<file path="src/sv/dik_pkg.sv">
// ----------------------------------------------------------------------------
// dik_pkg: shared types and constants for the delta inverse kinematics block
// Holds the fixed-point constants, status codes, register indexes and the
// structs that travel between the front, the queue and the back.
// ----------------------------------------------------------------------------
package dik_pkg;

  localparam int FRAC_BITS  = 8;
  localparam int PROD_SHIFT = 2 * FRAC_BITS;

  // sin 60 in Q30, split in two 15-bit halves for narrow multipliers
  localparam logic [14:0] SIN60_HI = 15'd28377;
  localparam logic [14:0] SIN60_LO = 15'd30161;

  localparam logic [41:0] ROUND_HALF = 42'(1) << (PROD_SHIFT - 1);
  localparam logic [41:0] STEP_MAX   = 42'h0007FFFFFFF;

  // radix-4 root: two result bits per cycle over a 40-bit radicand
  localparam logic [3:0] ROOT_CYCLES = 4'd10;

  localparam logic [2:0] REG_TOWER_RADIUS     = 3'd0;
  localparam logic [2:0] REG_ROD_LENGTH       = 3'd1;
  localparam logic [2:0] REG_MAX_HEIGHT       = 3'd2;
  localparam logic [2:0] REG_PRINTABLE_RADIUS = 3'd3;
  localparam logic [2:0] REG_STEPS_PER_MM     = 3'd4;

  typedef enum logic [1:0] {
    ST_OK    = 2'd0,
    ST_SOFT  = 2'd1,
    ST_REACH = 2'd2
  } status_t;

  typedef enum logic [1:0] {
    BK_IDLE,
    BK_ROOT,
    BK_SCALE,
    BK_DONE
  } back_state_t;

  // configuration and the values derived from it
  typedef struct packed {
    logic [19:0] radius;
    logic [19:0] tx;
    logic [39:0] rod2;
    logic [39:0] pr2;
    logic [19:0] max_height;
    logic [19:0] step_scale;
  } cfg_t;

  // one classified point waiting for the back
  typedef struct packed {
    status_t            status;
    logic signed [19:0] z;
    logic [39:0]        rad_a;
    logic [39:0]        rad_b;
    logic [39:0]        rad_c;
  } qent_t;

endpackage

</file>
<file path="src/sv/dik_sqrt.sv">
// ----------------------------------------------------------------------------
// dik_sqrt: iterative rounded square root
// Two result bits per cycle over a 40-bit radicand; root rounded to nearest.
// ----------------------------------------------------------------------------
module dik_sqrt import dik_pkg::*; (
  input  logic        clk,
  input  logic        rst,
  input  logic        start,
  input  logic [39:0] radicand,
  output logic        done,
  output logic [20:0] root
);

  logic [39:0] nsh;
  logic [21:0] rem;
  logic [19:0] q;
  logic [3:0]  cnt;
  logic        busy;

  logic [23:0] rs1, rs2, tr1, tr2;
  logic [21:0] rem1, rem2;
  logic [19:0] q1, q2;

  always_comb begin
    rs1 = {rem, nsh[39:38]};
    tr1 = {2'b00, q, 2'b01};
    if (rs1 >= tr1) begin
      rem1 = 22'(rs1 - tr1);
      q1   = {q[18:0], 1'b1};
    end else begin
      rem1 = rs1[21:0];
      q1   = {q[18:0], 1'b0};
    end
    rs2 = {rem1, nsh[37:36]};
    tr2 = {2'b00, q1, 2'b01};
    if (rs2 >= tr2) begin
      rem2 = 22'(rs2 - tr2);
      q2   = {q1[18:0], 1'b1};
    end else begin
      rem2 = rs2[21:0];
      q2   = {q1[18:0], 1'b0};
    end
  end

  // round up when the remainder exceeds the floor root
  assign root = {1'b0, q} + {20'b0, (rem > {2'b00, q})};

  always_ff @(posedge clk) begin
    if (rst) begin
      busy <= 1'b0;
      done <= 1'b0;
      cnt  <= '0;
    end else begin
      done <= 1'b0;
      if (start) begin
        busy <= 1'b1;
        cnt  <= ROOT_CYCLES;
      end else if (busy) begin
        cnt <= cnt - 4'd1;
        if (cnt == 4'd1) begin
          busy <= 1'b0;
          done <= 1'b1;
        end
      end
    end
  end

  always_ff @(posedge clk) begin
    if (start) begin
      nsh <= radicand;
      rem <= '0;
      q   <= '0;
    end else if (busy) begin
      nsh <= {nsh[35:0], 4'b0};
      rem <= rem2;
      q   <= q2;
    end
  end

endmodule

</file>
<file path="src/sv/dik_back.sv">
// ----------------------------------------------------------------------------
// dik_back: root, height and step scaling sequencer with output register
// Pops one classified point; an OK point gets three roots in lockstep and is scaled to steps, others zero steps.
// ----------------------------------------------------------------------------
module dik_back import dik_pkg::*; (
  input  logic        clk,
  input  logic        rst,
  input  logic        q_valid,
  output logic        q_ready,
  input  qent_t       q_data,
  input  logic [19:0] step_scale,
  output logic        m_tvalid,
  input  logic        m_tready,
  output logic [95:0] m_tdata,
  output logic [1:0]  m_tuser
);

  back_state_t state, state_next;

  status_t            status;
  logic signed [19:0] z;
  logic [20:0]        height [3];
  logic [40:0]        prod   [3];
  logic               start;
  logic [2:0]         done;
  logic [20:0]        root   [3];
  logic [39:0]        rad    [3];
  logic               out_free;
  logic [41:0]        rsum   [3];
  logic [41:0]        rsh    [3];
  logic [30:0]        steps  [3];

  assign rad[0] = q_data.rad_a;
  assign rad[1] = q_data.rad_b;
  assign rad[2] = q_data.rad_c;

  assign out_free = !m_tvalid || m_tready;

  for (genvar k = 0; k < 3; k++) begin : g_root
    dik_sqrt u_sqrt (
      .clk      (clk),
      .rst      (rst),
      .start    (start),
      .radicand (rad[k]),
      .done     (done[k]),
      .root     (root[k])
    );
  end

  always_comb begin
    for (int k = 0; k < 3; k++) begin
      rsum[k] = {1'b0, prod[k]} + ROUND_HALF;
      rsh[k]  = rsum[k] >> PROD_SHIFT;
      if (status != ST_OK) begin
        steps[k] = '0;
      end else if (rsh[k] > STEP_MAX) begin
        steps[k] = STEP_MAX[30:0];
      end else begin
        steps[k] = rsh[k][30:0];
      end
    end
  end

  always_comb begin
    state_next = state;
    q_ready    = 1'b0;
    start      = 1'b0;
    unique case (state)
      BK_IDLE: begin
        q_ready = 1'b1;
        if (q_valid) begin
          if (q_data.status == ST_OK) begin
            start      = 1'b1;
            state_next = BK_ROOT;
          end else begin
            state_next = BK_DONE;
          end
        end
      end
      BK_ROOT: begin
        if (done[0]) state_next = BK_SCALE;
      end
      BK_SCALE: begin
        state_next = BK_DONE;
      end
      BK_DONE: begin
        if (out_free) state_next = BK_IDLE;
      end
      default: state_next = BK_IDLE;
    endcase
  end

  always_ff @(posedge clk) begin
    if (rst) begin
      state <= BK_IDLE;
    end else begin
      state <= state_next;
    end
  end

  always_ff @(posedge clk) begin
    if (state == BK_IDLE && q_valid) begin
      status <= q_data.status;
      z      <= q_data.z;
    end
    if (state == BK_ROOT && done[0]) begin
      for (int k = 0; k < 3; k++) begin
        height[k] <= {1'b0, z[19:0]} + root[k];
      end
    end
    if (state == BK_SCALE) begin
      for (int k = 0; k < 3; k++) begin
        prod[k] <= height[k] * step_scale;
      end
    end
  end

  always_ff @(posedge clk) begin
    if (rst) begin
      m_tvalid <= 1'b0;
    end else if (state == BK_DONE && out_free) begin
      m_tvalid <= 1'b1;
    end else if (m_tready) begin
      m_tvalid <= 1'b0;
    end
  end

  always_ff @(posedge clk) begin
    if (state == BK_DONE && out_free) begin
      m_tdata <= {3'b000, steps[2], steps[1], steps[0]};
      m_tuser <= status;
    end
  end

endmodule

</file>
<file path="config.mk">
export PLATFORM = sky130hd
export DESIGN_NAME = dik_back
export DESIGN_NICKNAME = d
export VERILOG_FILES = /design/src/sv/dik_pkg.sv /design/src/sv/dik_sqrt.sv /design/src/sv/dik_back.sv
export SDC_FILE = /design/constraint.sdc
export NUM_CORES = 2
export LEC_CHECK = 0
export ABC_AREA = 0
export BUFFER_PORTS_ARGS = -buffer_cell sky130_fd_sc_hd__buf_2
export CORE_MARGIN = 2
export CORE_UTILIZATION = 50
export DETAILED_ROUTE_END_ITERATION = 10
export PLACE_DENSITY_LB_ADDON = 0.1
export SYNTH_ARGS = -nofsm -noshare
export SYNTH_HDL_FRONTEND = slang
export SYNTH_HIERARCHICAL = 1
export SYNTH_SLANG_ARGS = --single-unit
</file>
<file path="constraint.sdc">
create_clock -name clk -period 9.65 [get_ports clk]
set_input_delay 0.4825 -clock clk [delete_from_list [all_inputs] [get_ports clk]]
set_output_delay 0.4825 -clock clk [all_outputs]
set_load 0.05 [all_outputs]
</file>
==> out/qor.csv <==
metric,value,unit
cp_max_fo,20,
routed_wl,185,mm
nets,9708,
fp.coreArea,144000,um2
hp-start,q_data[135],
finalNonFillerCells,9822,
max_cap_viol_count,0,
avgSynthCellArea,9.29,um2
syn_inst,7823,
cts_sinks,508,
clockRootBuffer,clkbuf_16,
fin_tns_setup,0,ns
vias,53399,
tightest_slew,1.23,ns
hold_violations,0,
cts_tree,done,
grt.total_usage,0.254,
finalCritPeriodShare,0.833,
final_cell_mix,"inv_1 (1273), fa_1 (1014), nand2_1 (864), and2_1 (673), ha_1 (660)",
drtAntennaViolNets,0,
end_kind,flop,
fmax,124,MHz
dr.pass1.iters,7,
cp-startpoint,height[0][49]$_DFFE_PP_,
dp_hpwl,144,mm
timing.slew.headroom,0.180,
period_minus_slack,8.04,ns
clk_latency,0.70,ns
status,"finished, final reports clean",
wl_per_cell,18.8,um
start_kind,flop,
hold_path.class,in -> reg,
grt_pass1_wl,301,mm
crit_type,reg -> reg,
ioPinCount,266,
antenna_found_initial,4,
num_antenna_cells,0,
rsz0062_at_grt,false,
cts_max_path_buffers,3,
worstPathArrival,8.43,ns
path_clk_slew,0.06,ns
layout_commonest_cell,inv_1,
rows,139,
die_x,385,um
viasPerCell,5.44,
h-tree-depth,2,
die-area,148000,um2
drt_iter0_drc,2952,
initial_core_util,0.505,
drc,0,
rr_startpoint,height[0][49]$_DFFE_PP_,
grt_pass1_vias,55437,
cts_setup_buffers,0,
critPathRequiredTime,10.04,ns
post-place-cells,9688,
synthToLayoutAreaGrowth,6.80,%
finClkSkew,0.0594,ns
die_h,385,um
layout-drive-gt1-share,0.0794,
final_max_slew_viol_count,0,
yosys_warnings,6,
cts_made_buffers,61,
grt_max_degree,123,
gp_congestion,0.885,
r2r_setup_slack,1.61,ns
syn_area,72700,um2
setup_viol,0,
grt-ovfl-total,0,
numPortBuffers,247,
[through the flow]
| stage | cell area (um2) | util | setup WS [ns] | hold WS [ns] |
|---|---|---|---|---|
| 2_1_floorplan | 72700 | - | 2.46 | 0.442 |
| 3_3_place_gp | 75300 | 0.523 | 1.58 | 0.473 |
| 3_5_place_dp | 75300 | 0.523 | 1.42 | 0.481 |
| 4_1_cts | 77600 | 0.539 | 1.57 | 0.00598 |
| 5_1_grt | 77600 | 0.539 | 1.27 | 0.00999 |
| 6_report | 77600 | 0.539 | 1.61 | 0.0452 |
[worst paths after layout]
check / depth (start not counted) / to
worst max-delay path: 23 / prod[0][122]$_DFFE_PP_
worst min-delay path: 1 / z[15]$_DFFE_PP_
worst max register to register: 23 / prod[0][122]$_DFFE_PP_
worst min register to register: 2 / g_root[0].u_sqrt/rem[4]$_SDFFE_PP0P_
[cell type report]
class	instances	area (um2)
Timing Repair Buffer	355	2110
Clock buffer	79	1680
Multi-Input combinational cell	5663	52400
Fill cell	13423	66400
Sequential cell	508	13800
Clock inverter	36	413
Inverter	1278	4800
Tap cell	1903	2380
[routing by layer]
metal	GRT usage	part of all wire
met1	0.350	0.45
met3	0.0252	0.043
met4	0.0649	0.028
met2	0.430	0.48
met5	0	0.00023
[worst max-delay path, cell delays in order, from the launching register on]
cell      delay [ns]
edfxtp_1        1.04
nand2_1         0.19
fa_1            0.57
inv_1           0.05
fa_1            0.50
inv_1           0.06
fa_1            0.54
inv_1           0.05
fa_1            0.52
fa_1            0.43
fa_1            0.48
inv_1           0.04
fa_1            0.47
inv_1           0.04
ha_1            0.32
a21oi_1         0.26
o21ai_0         0.17
or2_2           0.32
o41ai_2         0.50
o31a_1          0.35
o311ai_4        0.19
o21ai_2         0.26
mux2i_1         0.11
a221o_1         0.28
[timing repair]
| action | 4_1_cts | 5_1_grt |
|---|---|---|
| resized for setup | 0 | 0 |
| endpoints found under the hold margin | 19 | 0 |
| setup endpoints to repair | 0 | 0 |
| hold buffers | 19 | 0 |
[registers in the layout, summed over array words and instances (netlist names), 2 cells and up]
signal / cells
state: 2
prod: 78
g_root.u_sqrt/rem: 66
g_root.u_sqrt/busy: 3
status: 2
g_root.u_sqrt/nsh: 120
g_root.u_sqrt/q: 60
m_tdata: 78
z: 20
height: 63
m_tuser: 2
g_root.u_sqrt/cnt: 12
Power is not shown: default switching activity piles up to over one toggle a cycle in this logic, so the estimate is an artifact.
