[src/sv/dik_pkg.sv]
// ----------------------------------------------------------------------------
// dik_pkg: shared types and constants for the delta inverse kinematics block
// Holds the fixed-point constants, status codes, register indexes and the
// structs that travel between the front, the queue and the back.
// ----------------------------------------------------------------------------
package dik_pkg;

  localparam int FRAC_BITS  = 8;
  localparam int PROD_SHIFT = 2 * FRAC_BITS;

  // sin 60 in Q30, split in two 15-bit halves for narrow multipliers
  localparam logic [14:0] SIN60_HI = 15'd28377;
  localparam logic [14:0] SIN60_LO = 15'd30161;

  localparam logic [41:0] ROUND_HALF = 42'(1) << (PROD_SHIFT - 1);
  localparam logic [41:0] STEP_MAX   = 42'h0007FFFFFFF;

  // radix-4 root: two result bits per cycle over a 40-bit radicand
  localparam logic [3:0] ROOT_CYCLES = 4'd10;

  localparam logic [2:0] REG_TOWER_RADIUS     = 3'd0;
  localparam logic [2:0] REG_ROD_LENGTH       = 3'd1;
  localparam logic [2:0] REG_MAX_HEIGHT       = 3'd2;
  localparam logic [2:0] REG_PRINTABLE_RADIUS = 3'd3;
  localparam logic [2:0] REG_STEPS_PER_MM     = 3'd4;

  typedef enum logic [1:0] {
    ST_OK    = 2'd0,
    ST_SOFT  = 2'd1,
    ST_REACH = 2'd2
  } status_t;

  typedef enum logic [1:0] {
    BK_IDLE,
    BK_ROOT,
    BK_SCALE,
    BK_DONE
  } back_state_t;

  // configuration and the values derived from it
  typedef struct packed {
    logic [19:0] radius;
    logic [19:0] tx;
    logic [39:0] rod2;
    logic [39:0] pr2;
    logic [19:0] max_height;
    logic [19:0] step_scale;
  } cfg_t;

  // one classified point waiting for the back
  typedef struct packed {
    status_t            status;
    logic signed [19:0] z;
    logic [39:0]        rad_a;
    logic [39:0]        rad_b;
    logic [39:0]        rad_c;
  } qent_t;

endpackage

[src/sv/dik_fifo.sv]
// ----------------------------------------------------------------------------
// dik_fifo: four-entry queue between front and back
// Decouples the classification pipe from the root and scale sequencer.
// ----------------------------------------------------------------------------
module dik_fifo import dik_pkg::*; (
  input  logic  clk,
  input  logic  rst,
  input  logic  in_valid,
  output logic  in_ready,
  input  qent_t in_data,
  output logic  out_valid,
  input  logic  out_ready,
  output qent_t out_data
);

  qent_t       mem [4];
  logic [1:0]  wptr, rptr;
  logic [2:0]  count;
  logic        push, pop;

  assign in_ready  = (count != 3'd4);
  assign out_valid = (count != 3'd0);
  assign out_data  = mem[rptr];
  assign push      = in_valid && in_ready;
  assign pop       = out_valid && out_ready;

  always_ff @(posedge clk) begin
    if (rst) begin
      wptr  <= '0;
      rptr  <= '0;
      count <= '0;
    end else begin
      if (push) wptr <= wptr + 2'd1;
      if (pop)  rptr <= rptr + 2'd1;
      count <= count + {2'b0, push} - {2'b0, pop};
    end
  end

  always_ff @(posedge clk) begin
    if (push) mem[wptr] <= in_data;
  end

endmodule

[config.mk]
export PLATFORM = sky130hd
export DESIGN_NAME = dik_fifo
export DESIGN_NICKNAME = d
export VERILOG_FILES = /design/src/sv/dik_pkg.sv /design/src/sv/dik_fifo.sv
export SDC_FILE = /design/constraint.sdc
export NUM_CORES = 1
export LEC_CHECK = 0
export BUFFER_PORTS_ARGS = -buffer_cell sky130_fd_sc_hd__buf_2
export CORE_ASPECT_RATIO = 2
export CORE_MARGIN = 2
export CORE_UTILIZATION = 53
export DETAILED_ROUTE_END_ITERATION = 10
export PLACE_DENSITY = 0.79
export SLEW_MARGIN = 20
export SYNTH_ARGS = -nofsm -noshare
export SYNTH_HDL_FRONTEND = slang
export SYNTH_SLANG_ARGS = --single-unit
[constraint.sdc]
create_clock -name clk -period 7.5 [get_ports clk]
set_input_delay 1.5 -clock clk [delete_from_list [all_inputs] [get_ports clk]]
set_output_delay 1.5 -clock clk [all_outputs]
set_load 0.02 [all_outputs]
==> results of run 1 <==
## layout by cell type, fill, tap and decap left out, types with 4 or more instances in the layout
cell type and instances:
diode_2 6, dfxtp_1 7, clkinv_1 8, clkbuf_1 7, bufinv_16 6, buf_2 289, inv_1 5, and2_4 4
nor2_1 8, clkinv_2 6, clkbuf_16 47, edfxtp_1 568, ha_1 6, buf_4 8, mux4_2 142
## cell type report
| cell class | count | area, sq um | share of cell area [%] |
|---|---|---|---|
| antenna | 6 | 15.0 | 0.0612 |
| clock buffer | 56 | 1230 | 5.01 |
| clock inverter | 27 | 298 | 1.21 |
| inverter | 5 | 18.8 | 0.0765 |
| multi-input combinational | 176 | 3470 | 14.1 |
| sequential | 577 | 17200 | 70.3 |
| tap | 525 | 657 | 2.68 |
| timing repair buffer | 301 | 1600 | 6.53 |
## path summary, 6_finish.rpt
| path | from | to | slack [ns] |
|---|---|---|---|
| worst min register to register | wptr[1]$_SDFFE_PP0P_ | wptr[1]$_SDFFE_PP0P_ | 0.54 |
| worst max register to register | count[1]$_SDFF_PP0_ | mem[3][113]$_DFFE_PP_ | 4.30 |
| worst min-delay path | wptr[1]$_SDFFE_PP0P_ | wptr[1]$_SDFFE_PP0P_ | 0.54 |
| worst max-delay path | flip-flop | out_data[17] | 2.99 |
## worst register-to-register path, stage by stage, from the launching register on
cell and delay (ns):
dfxtp_1 0.47, nor2_1 0.11, a21boi_1 0.49, and2_4 0.87, buf_4 0.81
## state kept, by name (all words and copies together), names as in the netlist, named ones only
register,flops
count,3
mem,568
rptr,2
wptr,2
## power by group through the flow
stage	registers (mW)	logic (mW)	clock network, mW
4_1_cts	4.12	2.18	2.48
5_1_grt	4.10	2.36	2.60
3_3_place_gp	4.16	2.12	0
6_report	4.07	2.20	2.43
2_1_floorplan	4.12	1.57	0
3_5_place_dp	4.19	2.15	0
## kinds of logic (layout without fill, tap and decap cells)
group / Yosys count / count (layout) / synth area share (%)
buffers and inverters: 38 / 389 / 1.14
xor gates and xnor gates: 3 / 3 / 0.126
AOI/OAI and AO/OA: 3 / 3 / 0.120
muxes: 144 / 144 / 15.4
DFF: 577 / 577 / 82.3
other: 0 / 6 / 0
adders and majority gates: 7 / 7 / 0.454
and+or+nand+nor: 19 / 19 / 0.454
## through the flow
step | setup WS, ns | area (sq um) | util [%] | total power [mW]
floorplan | 1.82 | 20900 | - | 5.69
global placement | 3.31 | 22900 | 58.5 | 6.28
detailed placement | 3.22 | 23000 | 58.6 | 6.34
CTS | 2.68 | 24500 | 62.5 | 8.79
global route | 2.76 | 24500 | 62.6 | 9.05
finish | 2.99 | 24500 | 62.6 | 8.70
## per-layer routing
metal	global-route usage (%)	routed length [microns]
met1	24.4	14600
met4	5.51	960
met3	7.04	4120
met2	31.1	19300
met5	0	116
==> results by group, run 1 <==
Final layout
  – Fill count: 2711
  – Share of layout cells above drive strength 1: 45.4%
  – Layout area overhead: 17.2%
  – Nets: 1259
  – Final std cells w/o fill: 1673

STA
  – Fin crit share: 60.2%
  – Final Skew: roughly 0.018 ns
  – Slew Viols, Final: 0
  – Slew @ Worst Pin: 1.06 ns
  – Setup total negative slack: 0 ns
  – Final hold slack: ~0.54 ns
  – Fin crit period: 4.51 ns
  – Setup violations, final: 0
  – Final hold violations: 0
  – Fmax: 0.222 GHz
  – RSZ-0062 raised after global routing: false
  – Rel. slew slack: 29.6%

Global routing
  – Largest net degree at the start of global routing: 116
  – Initial antenna violation count: 15
  – First-pass GRT wire length: 59000 microns
  – GR Overflow Total: 0
  – GRT Util Overall: roughly a fifth
  – Vias in the first global route: between 10000 and 15000

Synth
  – Yosys top cell by area: edfxtp_1
  – Top_reg_cell synth: edfxtp_1
  – Commonest cells in the netlist: 568 x edfxtp_1, 142 x mux4_2, 16 x buf_2
  – Yosys cell types: 23
  – Mapped Nets: 944
  – Top cells by area, synth: edfxtp_1 81%, mux4_2 15%, dfxtp_1 0.86%
  – FF+latch count, synth: 577
  – Post-Syn Area per Cell: 26.5 sq um
  – Sequential fraction of the synthesis area: 82.3%
  – Synthesized area: 0.0209 sq mm
  – Yosys warning count: 0
  – Most common cell in the netlist: edfxtp_1
  – Ys async rst share: 0%
  – Post-synth top area share: 81.5%
  – Post-Syn Instances: 791
  – EDFF count, synth: between 500 and 600

Worst setup path
  – Worst path depth: 4
  – Largest fanout on the critical path: 94
  – Worst path bufs/invs: 3
  – CP Data Arrival Time: 3.01 ns
  – CP startpoint kind: flip-flop
  – Req. time, crit path: about 6.0 ns
  – Slowest cell on crit path: mux4_2
  – Reg2reg path depth: 4
  – Crit-path leading delay family: buffers and inverters
  – CP max stage delay: between 0.6 and 0.7 ns
  – Worst path cell trace: buf_16, buf_12, mux4_2, buf_2
  – CP Class: reg -> out
  – Crit end category: primary output

Pwr
  – Total internal power: 6.22 mW
  – Clock Power Share: 27.9%
  – Comb power frac: between 20% and 30%
  – Psw: approximately 2.5 mW
  – Static leakage: 8.13 nW
  – Register share of total power: 46.8%
  – Max VDD drop: 329 uV
  – Pwr Density: around 350 mW/mm^2
  – Switch share: 28.4%

Clock network
  – Worst skew pair latency: 0.56 ns
  – Post-CTS Resized: 0
  – CTS Sinks: 577
  – CTS Buffer Depth: 3
  – CTS tree: yes
  – CTS root buf: clkbuf_16
  – Hold_buf cts: 0
  – H-tree depth: 2
  – Post-CTS setup buffers: 0
  – Total CTS buffers: 45
  – Clk slew on worst S/H paths: 0.07 ns

Hold path
  – Hold depth: 2
  – Worst Hold Class: reg -> reg

Die
  – I/O pin total: slightly below 300
  – DIE HEIGHT: about 290 microns
  – Row cnt: 103
  – Core ar.: 0.0392 sq mm
  – Effective utilization at floorplan: a little over half
  – Die area: 0.0412 sq mm
  – Die Wd: 145 microns

Routing
  – Post-route ant nets: 0
  – Drt wl/cell: 23.4 microns
  – DR vias/cell: 5.60
  – Remaining DRCs: 0
  – DRT Pass-1 Iters: 5
  – Drt total wl: between 30000 and 40000 microns
  – Iteration-0 DRC count of the detailed router: ~560
  – DR vias: 9369

Run status
  – Status: finished, final reports clean

Placed design
  – Routability cong.: 0.699
  – IO Port Bufs: 289
  – Hpwl dp: 23200 microns
  – Cell total after placement: 1583

Run
  – Max-cap violations: 0
(Power assumes the default switching activity.)
==> run 2: changes to the inputs <==
--- a/config.mk
+++ b/config.mk
@@ -8,9 +8,9 @@
 export BUFFER_PORTS_ARGS = -buffer_cell sky130_fd_sc_hd__buf_2
 export CORE_ASPECT_RATIO = 2
 export CORE_MARGIN = 2
-export CORE_UTILIZATION = 53
+export CORE_UTILIZATION = 51
 export DETAILED_ROUTE_END_ITERATION = 10
-export PLACE_DENSITY = 0.79
+export PLACE_DENSITY = 0.8
 export SLEW_MARGIN = 20
 export SYNTH_ARGS = -nofsm -noshare
 export SYNTH_HDL_FRONTEND = slang
==> constraint.sdc (replaced) <==
create_clock -name clk -period 3.92 [get_ports clk]
set_input_delay 0.784 -clock clk [delete_from_list [all_inputs] [get_ports clk]]
set_output_delay 0.784 -clock clk [all_outputs]
set_load 0.02 [all_outputs]
==> run 2 against run 1 <==
Via count rose by 0.72%. Clock skew is 0.0028 ns lower. Global-route usage down 0.43 points. Critical path type unchanged. Critical endpoint is now out_data[126]. Largest cell class unchanged. Highest routed layer unchanged.
==> results by group, run 2 (synthesized netlist as in run 1, its figures left out) <==
Routing
  – Iteration-0 DRC count of the detailed router: 624 (+11%)
  – DR vias/cell: 5.60 (about the same)
  – Post-route ant nets: 0 (unchanged)
  – DRT Pass-1 Iters: 5 (unchanged)
  – Remaining DRCs: 0 (unchanged)
  – Drt wl/cell: 23.4 microns (about the same)
  – DR vias: 9436 (+0.72%)
  – Drt total wl: 39400 microns (+0.74%)

Worst setup path
  – Critical R2R Launch: count[1]$_SDFF_PP0_
  – Crit-path leading delay family: flip-flops
  – Crit end category: primary output
  – Flop2flop setup slack: 1.26 ns (-3.04 ns)
  – CP max stage delay: 0.74 ns (+0.11 ns)
  – CP Class: reg -> out
  – Worst path bufs/invs: 2 (-1)
  – Worst path depth: 3 (-1)
  – RR Endpoint: count[2]$_SDFF_PP0_
  – CP startpoint kind: flip-flop
  – Worst path cell trace: buf_4, mux4_2, buf_2
  – Reg2reg path depth: 11 (+7)
  – Largest fanout on the critical path: 28 (-70%)
  – CP Data Arrival Time: 2.47 ns (-0.54 ns)
  – Slowest cell on crit path: dfxtp_4
  – Req. time, crit path: 3.14 ns (-2.86 ns)

Placed design
  – DP Area: 0.0232 sq mm (+1.0%)
  – Routability cong.: 0.775 (+11%)
  – DP Worst Slack: 1.01 ns (-2.21 ns)
  – IO Port Bufs: 289 (unchanged)
  – Hpwl dp: 24500 microns (+5.7%)

STA
  – Setup violations, final: 0 (unchanged)
  – Fin crit period: approximately 3.3 ns
  – Final hold slack: 0.436 ns (-0.105 ns)
  – Setup ws final: 0.663 ns (-2.32 ns)
  – RSZ-0062 raised after global routing: false
  – Fin crit share: 83.1%
  – Slew Viols, Final: 0 (unchanged)
  – Slew @ Worst Pin: 0.635 ns (-0.421 ns)
  – Final hold violations: 0 (unchanged)
  – Setup total negative slack: 0 ns (unchanged)
  – Final Skew: 0.0157 ns (-0.00283 ns)
  – Rel. slew slack: 57.7% (+28 points)
  – Fmax: 0.307 GHz

Global routing
  – GRT Util Overall: 18.7% (-0.43 points)
  – M3 GR Usage: 6.86% (-0.18 points)
  – Routing usage on met2: 29.9% (-1.3 points)
  – Largest net degree at the start of global routing: 75 (-35%)
  – GR Overflow Total: 0 (unchanged)
  – GRT Max-Usage Layer: met2
  – Met1 usage in global routing: 25.0% (+0.59 points)
  – Vias in the first global route: 10152 (-0.43%)
  – First-pass GRT wire length: 60800 microns (+3.0%)
  – Initial antenna violation count: 16 (+1)

Die
  – DIE HEIGHT: 291 microns (+1.9%)
  – Core ar.: 0.0407 sq mm (+4.0%)
  – Die area: 0.0428 sq mm (+3.8%)
  – I/O pin total: 290 (unchanged)
  – Die Wd: 147 microns (+1.9%)
  – Row cnt: 105 (+1.9%)
  – Effective utilization at floorplan: 51.4% (-2.0 points)

Clock network
  – H-tree depth: 2 (unchanged)
  – Clk slew on worst S/H paths: 0.07 ns (about the same)
  – Total CTS buffers: 46 (+2.2%)
  – CTS tree: yes
  – Post-CTS Resized: 0 (unchanged)
  – Post-CTS setup buffers: 0 (unchanged)
  – Worst skew pair latency: 0.56 ns (about the same)
  – CTS Buffer Depth: 3 (unchanged)
  – CTS Sinks: 577 (unchanged)
  – Hold_buf cts: 0 (unchanged)
  – CTS root buf: clkbuf_16

Final layout
  – Max FFs per register: 568 (unchanged)
  – Most frequent cells in the layout: 568 x edfxtp_1, 289 x buf_2, 142 x mux4_2
  – Fill count: 2842 (+4.8%)
  – Biggest regs: mem: 568 flops, count: 3 flops
  – Layout area overhead: 18.0%
  – Share of layout cells above drive strength 1: 45.7% (+0.33 points)
  – Nets: 1266 (+0.56%)
  – Most common cell after layout, fill and taps aside: edfxtp_1
  – Largest Register: mem
  – Design area: 0.0247 sq mm (+0.70%)

Run status
  – Status: finished, final reports clean

Pwr
  – Max VDD drop: 717 uV (+120%)
  – Total Power: 16.7 mW (+92%)
  – Pwr Density: 674 mW/mm^2 (+90%)
  – Static leakage: 8.18 nW (+0.66%)

Hold path
  – Hold EP: mem[2][16]$_DFFE_PP_
  – Worst Hold Class: in -> reg
  – Hold depth: 1 (-1)
  – Hold_sp: in_data[16]

Run
  – Max-cap violations: 0 (unchanged)
[run 2: worst max path at each step]
stage	startpoint	endpoint	slack, ns
after global placement	in_valid	count[2]$_SDFF_PP0_	1.04
after global routing	flip-flop	out_data[121]	0.49
after floorplan	in_valid	mem[0][0]$_DFFE_PP_	0.52
after CTS	flip-flop	out_data[121]	0.57
after detailed placement	in_valid	count[2]$_SDFF_PP0_	1.01
final	flip-flop	out_data[126]	0.66
[run 2: where the power goes]
part | internal, mW | switching (mW) | total, mW
sequential | 7.55 | 0.244 | 7.79
clock | 2.59 | 2.01 | 4.60
combinational | 1.78 | 2.49 | 4.27
total | 11.9 | 4.74 | 16.7
[run 2: metal layers]
layer	up-vias	wire, microns	part of all wire, %
met1	4867	15000	38
met2	416	19300	49
met5	-	168	0.43
li1	4046	-	-
met3	79	4230	11
met4	28	727	1.8
[run 2: through the flow]
stage	utilization (%)	instances
after global placement	57.0	1600
after global routing	60.6	1682
after CTS	60.6	1682
after floorplan	-	791
final	60.7	1685
after detailed placement	57.0	1600
[run 2: area by class of cell]
cell class / instances / area [sq um] / area share, %
clock buffer: 52 / 1190 / 4.84
tap: 535 / 669 / 2.71
multi-input combinational: 176 / 3470 / 14.0
inverter: 5 / 18.8 / 0.0760
sequential: 577 / 17200 / 69.8
clock inverter: 30 / 307 / 1.24
antenna: 3 / 7.51 / 0.0304
timing repair buffer: 307 / 1790 / 7.26
==> run 3: changes to the inputs <==
--- a/config.mk
+++ b/config.mk
@@ -8,9 +8,9 @@
 export BUFFER_PORTS_ARGS = -buffer_cell sky130_fd_sc_hd__buf_2
 export CORE_ASPECT_RATIO = 2
 export CORE_MARGIN = 2
-export CORE_UTILIZATION = 51
+export CORE_UTILIZATION = 53
 export DETAILED_ROUTE_END_ITERATION = 10
-export PLACE_DENSITY = 0.8
+export PLACE_DENSITY = 0.79
 export SLEW_MARGIN = 20
 export SYNTH_ARGS = -nofsm -noshare
 export SYNTH_HDL_FRONTEND = slang
==> constraint.sdc (replaced) <==
create_clock -name clk -period 3.13 [get_ports clk]
set_input_delay 0.626 -clock clk [delete_from_list [all_inputs] [get_ports clk]]
set_output_delay 0.626 -clock clk [all_outputs]
set_load 0.02 [all_outputs]
==> run 3 against run 2 <==
Combinational power rose by 29%. Sequential share of layout area fell by 0.21 points. Global-route usage rose by 0.93 points. Die area fell by 3.7%. Register-to-register slack got worse by 0.58 ns. Final cell count rose by 0.30%. Highest routed layer unchanged.
==> results by group, run 3 (synthesized netlist as in run 1, its figures left out) <==
Pwr
  – Psw: 6.00 mW (+27%)
  – Max VDD drop: 685 uV (-4.3%)
  – Register share of total power: 46.4% (-0.4 points)
  – Total internal power: 15.0 mW (+26%)
  – Pwr Density: 846 mW/mm^2 (+26%)
  – Static leakage: 8.22 nW (+0.53%)
  – Switch share: 28.6% (+0.14 points)
  – Comb power frac: 26.2% (+0.6 points)
  – Total Power: 21.0 mW (+26%)
  – Clock Power Share: 27.4% (-0.2 points)

STA
  – Fmax: 0.342 GHz
  – Rel. slew slack: 63.6% (+5.9 points)
  – Final hold violations: 0 (unchanged)
  – Fin crit period: 2.92 ns
  – Setup total negative slack: 0 ns (unchanged)
  – Slew Viols, Final: 0 (unchanged)
  – RSZ-0062 raised after global routing: false
  – Final Skew: 0.0167 ns (+0.00108 ns)
  – Setup ws final: 0.207 ns (-0.455 ns)
  – Slew @ Worst Pin: 0.546 ns (-0.0887 ns)
  – Setup violations, final: 0 (unchanged)
  – Fin crit share: between 90% and 100%
  – Final hold slack: 0.272 ns (-0.164 ns)

Final layout
  – Most frequent cells in the layout: 568 x edfxtp_1, 289 x buf_2, 142 x mux4_2
  – Share of layout cells above drive strength 1: 45.6% (about the same)
  – Biggest regs: mem: 568 flops, count: 3 flops
  – Final std cells w/o fill: 1690 (+0.30%)
  – Layout area overhead: 18.4%
  – Layout Utilization: 63.3% (+2.6 points)
  – Max FFs per register: 568 (unchanged)
  – Most common cell after layout, fill and taps aside: edfxtp_1
  – Largest Register: mem
  – Design area: 0.0248 sq mm (+0.30%)
  – Nets: 1275 (+0.71%)

Placed design
  – Cell total after placement: 1598 (-0.13%)
  – DP Area: 0.0232 sq mm (+0.15%)
  – IO Port Bufs: 289 (unchanged)
  – DP Worst Slack: 0.541 ns (-0.471 ns)
  – Routability cong.: 0.745 (-3.9%)
  – Hpwl dp: 25200 microns (+2.9%)

Die
  – Die area: 0.0412 sq mm (-3.7%)
  – Row cnt: 103 (-1.9%)
  – Effective utilization at floorplan: 53.4% (+2.0 points)
  – I/O pin total: 290 (unchanged)
  – Core ar.: 0.0392 sq mm (-3.8%)
  – Die Wd: 145 microns (-1.9%)
  – DIE HEIGHT: 285 microns (-1.9%)

Worst setup path
  – Req. time, crit path: 2.50 ns (-0.64 ns)
  – CP Data Arrival Time: 2.30 ns (-0.17 ns)
  – Crit end category: primary output
  – RR Endpoint: count[2]$_SDFF_PP0_
  – Reg2reg path depth: 12 (+1)
  – Flop2flop setup slack: 0.68 ns (-0.58 ns)
  – CP startpoint kind: flip-flop
  – Largest fanout on the critical path: 13 (-54%)
  – Critical R2R Launch: count[1]$_SDFF_PP0_
  – CP Class: reg -> out

Hold path
  – Hold EP: mem[0][1]$_DFFE_PP_
  – Worst Hold Class: in -> reg
  – Hold depth: 1 (unchanged)
  – Hold_sp: in_data[1]

Clock network
  – Post-CTS Resized: 0 (unchanged)
  – H-tree depth: 2 (unchanged)
  – Worst skew pair latency: 0.56 ns (about the same)
  – Clk slew on worst S/H paths: 0.07 ns (about the same)
  – CTS root buf: clkbuf_16
  – Total CTS buffers: 46 (unchanged)
  – Hold_buf cts: 0 (unchanged)
  – CTS Sinks: 577 (unchanged)
  – CTS Buffer Depth: 3 (unchanged)
  – CTS tree: yes

Global routing
  – GR Overflow Total: 0 (unchanged)
  – First-pass GRT wire length: 60100 microns (-1.1%)
  – Vias in the first global route: 10179 (+0.27%)
  – GRT Util Overall: 19.6% (+0.93 points)
  – Initial antenna violation count: 14 (-2)
  – Largest net degree at the start of global routing: 62 (-17%)

Routing
  – DRT Pass-1 Iters: 4 (-1)
  – Post-route ant nets: 0 (unchanged)
  – DR vias: 9479 (+0.46%)
  – DR vias/cell: 5.61 (+0.16%)
  – Drt total wl: 40100 microns (+1.7%)
  – Remaining DRCs: 0 (unchanged)
  – Iteration-0 DRC count of the detailed router: 634 (+1.6%)
  – Drt wl/cell: 23.7 microns (+1.4%)

Run status
  – Status: finished, final reports clean

Run
  – Max-cap violations: 0 (unchanged)
[run 3: how the worst max path moves through the flow]
stage	from	to
finish	flip-flop	out_data[88]
global route	flip-flop	out_data[88]
CTS	flip-flop	out_data[88]
detailed placement	in_valid	count[2]$_SDFF_PP0_
global placement	in_valid	count[2]$_SDFF_PP0_
floorplan	in_valid	mem[0][0]$_DFFE_PP_
[run 3: cell type report]
| class | instances | area [sq um] |
|---|---|---|
| diodes | 6 | 15.0 |
| clock buffers | 63 | 1290 |
| clock inverters | 22 | 218 |
| fillers | 2664 | 14400 |
| inverters | 5 | 18.8 |
| multi-input cells | 176 | 3470 |
| flip-flops and latches | 577 | 17200 |
| well taps | 525 | 657 |
| repair buffers | 316 | 1870 |
[run 3: power by group through the flow]
stage / Combinational (mW) / Clock, mW / Sequential [mW]
2_1_floorplan: 3.76 / 0 / 9.80
3_3_place_gp: 5.41 / 0 / 9.84
3_5_place_dp: 5.48 / 0 / 9.93
4_1_cts: 5.60 / 5.89 / 9.74
5_1_grt: 5.87 / 6.16 / 9.80
6_report: 5.49 / 5.76 / 9.73
[run 3: repair_timing]
item / 4_1_cts / 5_1_grt
endpoints found under the hold margin: 0 / 0
endpoints found under the setup margin: 1 / 0
setup buffers: 1 / 0
[run 3: critical path: stages, from the launching register on]
cell,delay [ns]
dfxtp_4,0.60
buf_4,0.37
mux4_2,0.57
buf_2,0.18
[run 3: layer usage]
layer / global-route usage [%] / share of wire (%) / up-vias
met5: 0 / 0.33 / -
met2: 31.5 / 49 / 393
met1: 25.2 / 37 / 4899
li1: - / - / 4089
met3: 7.47 / 11 / 78
met4: 5.90 / 2.4 / 20
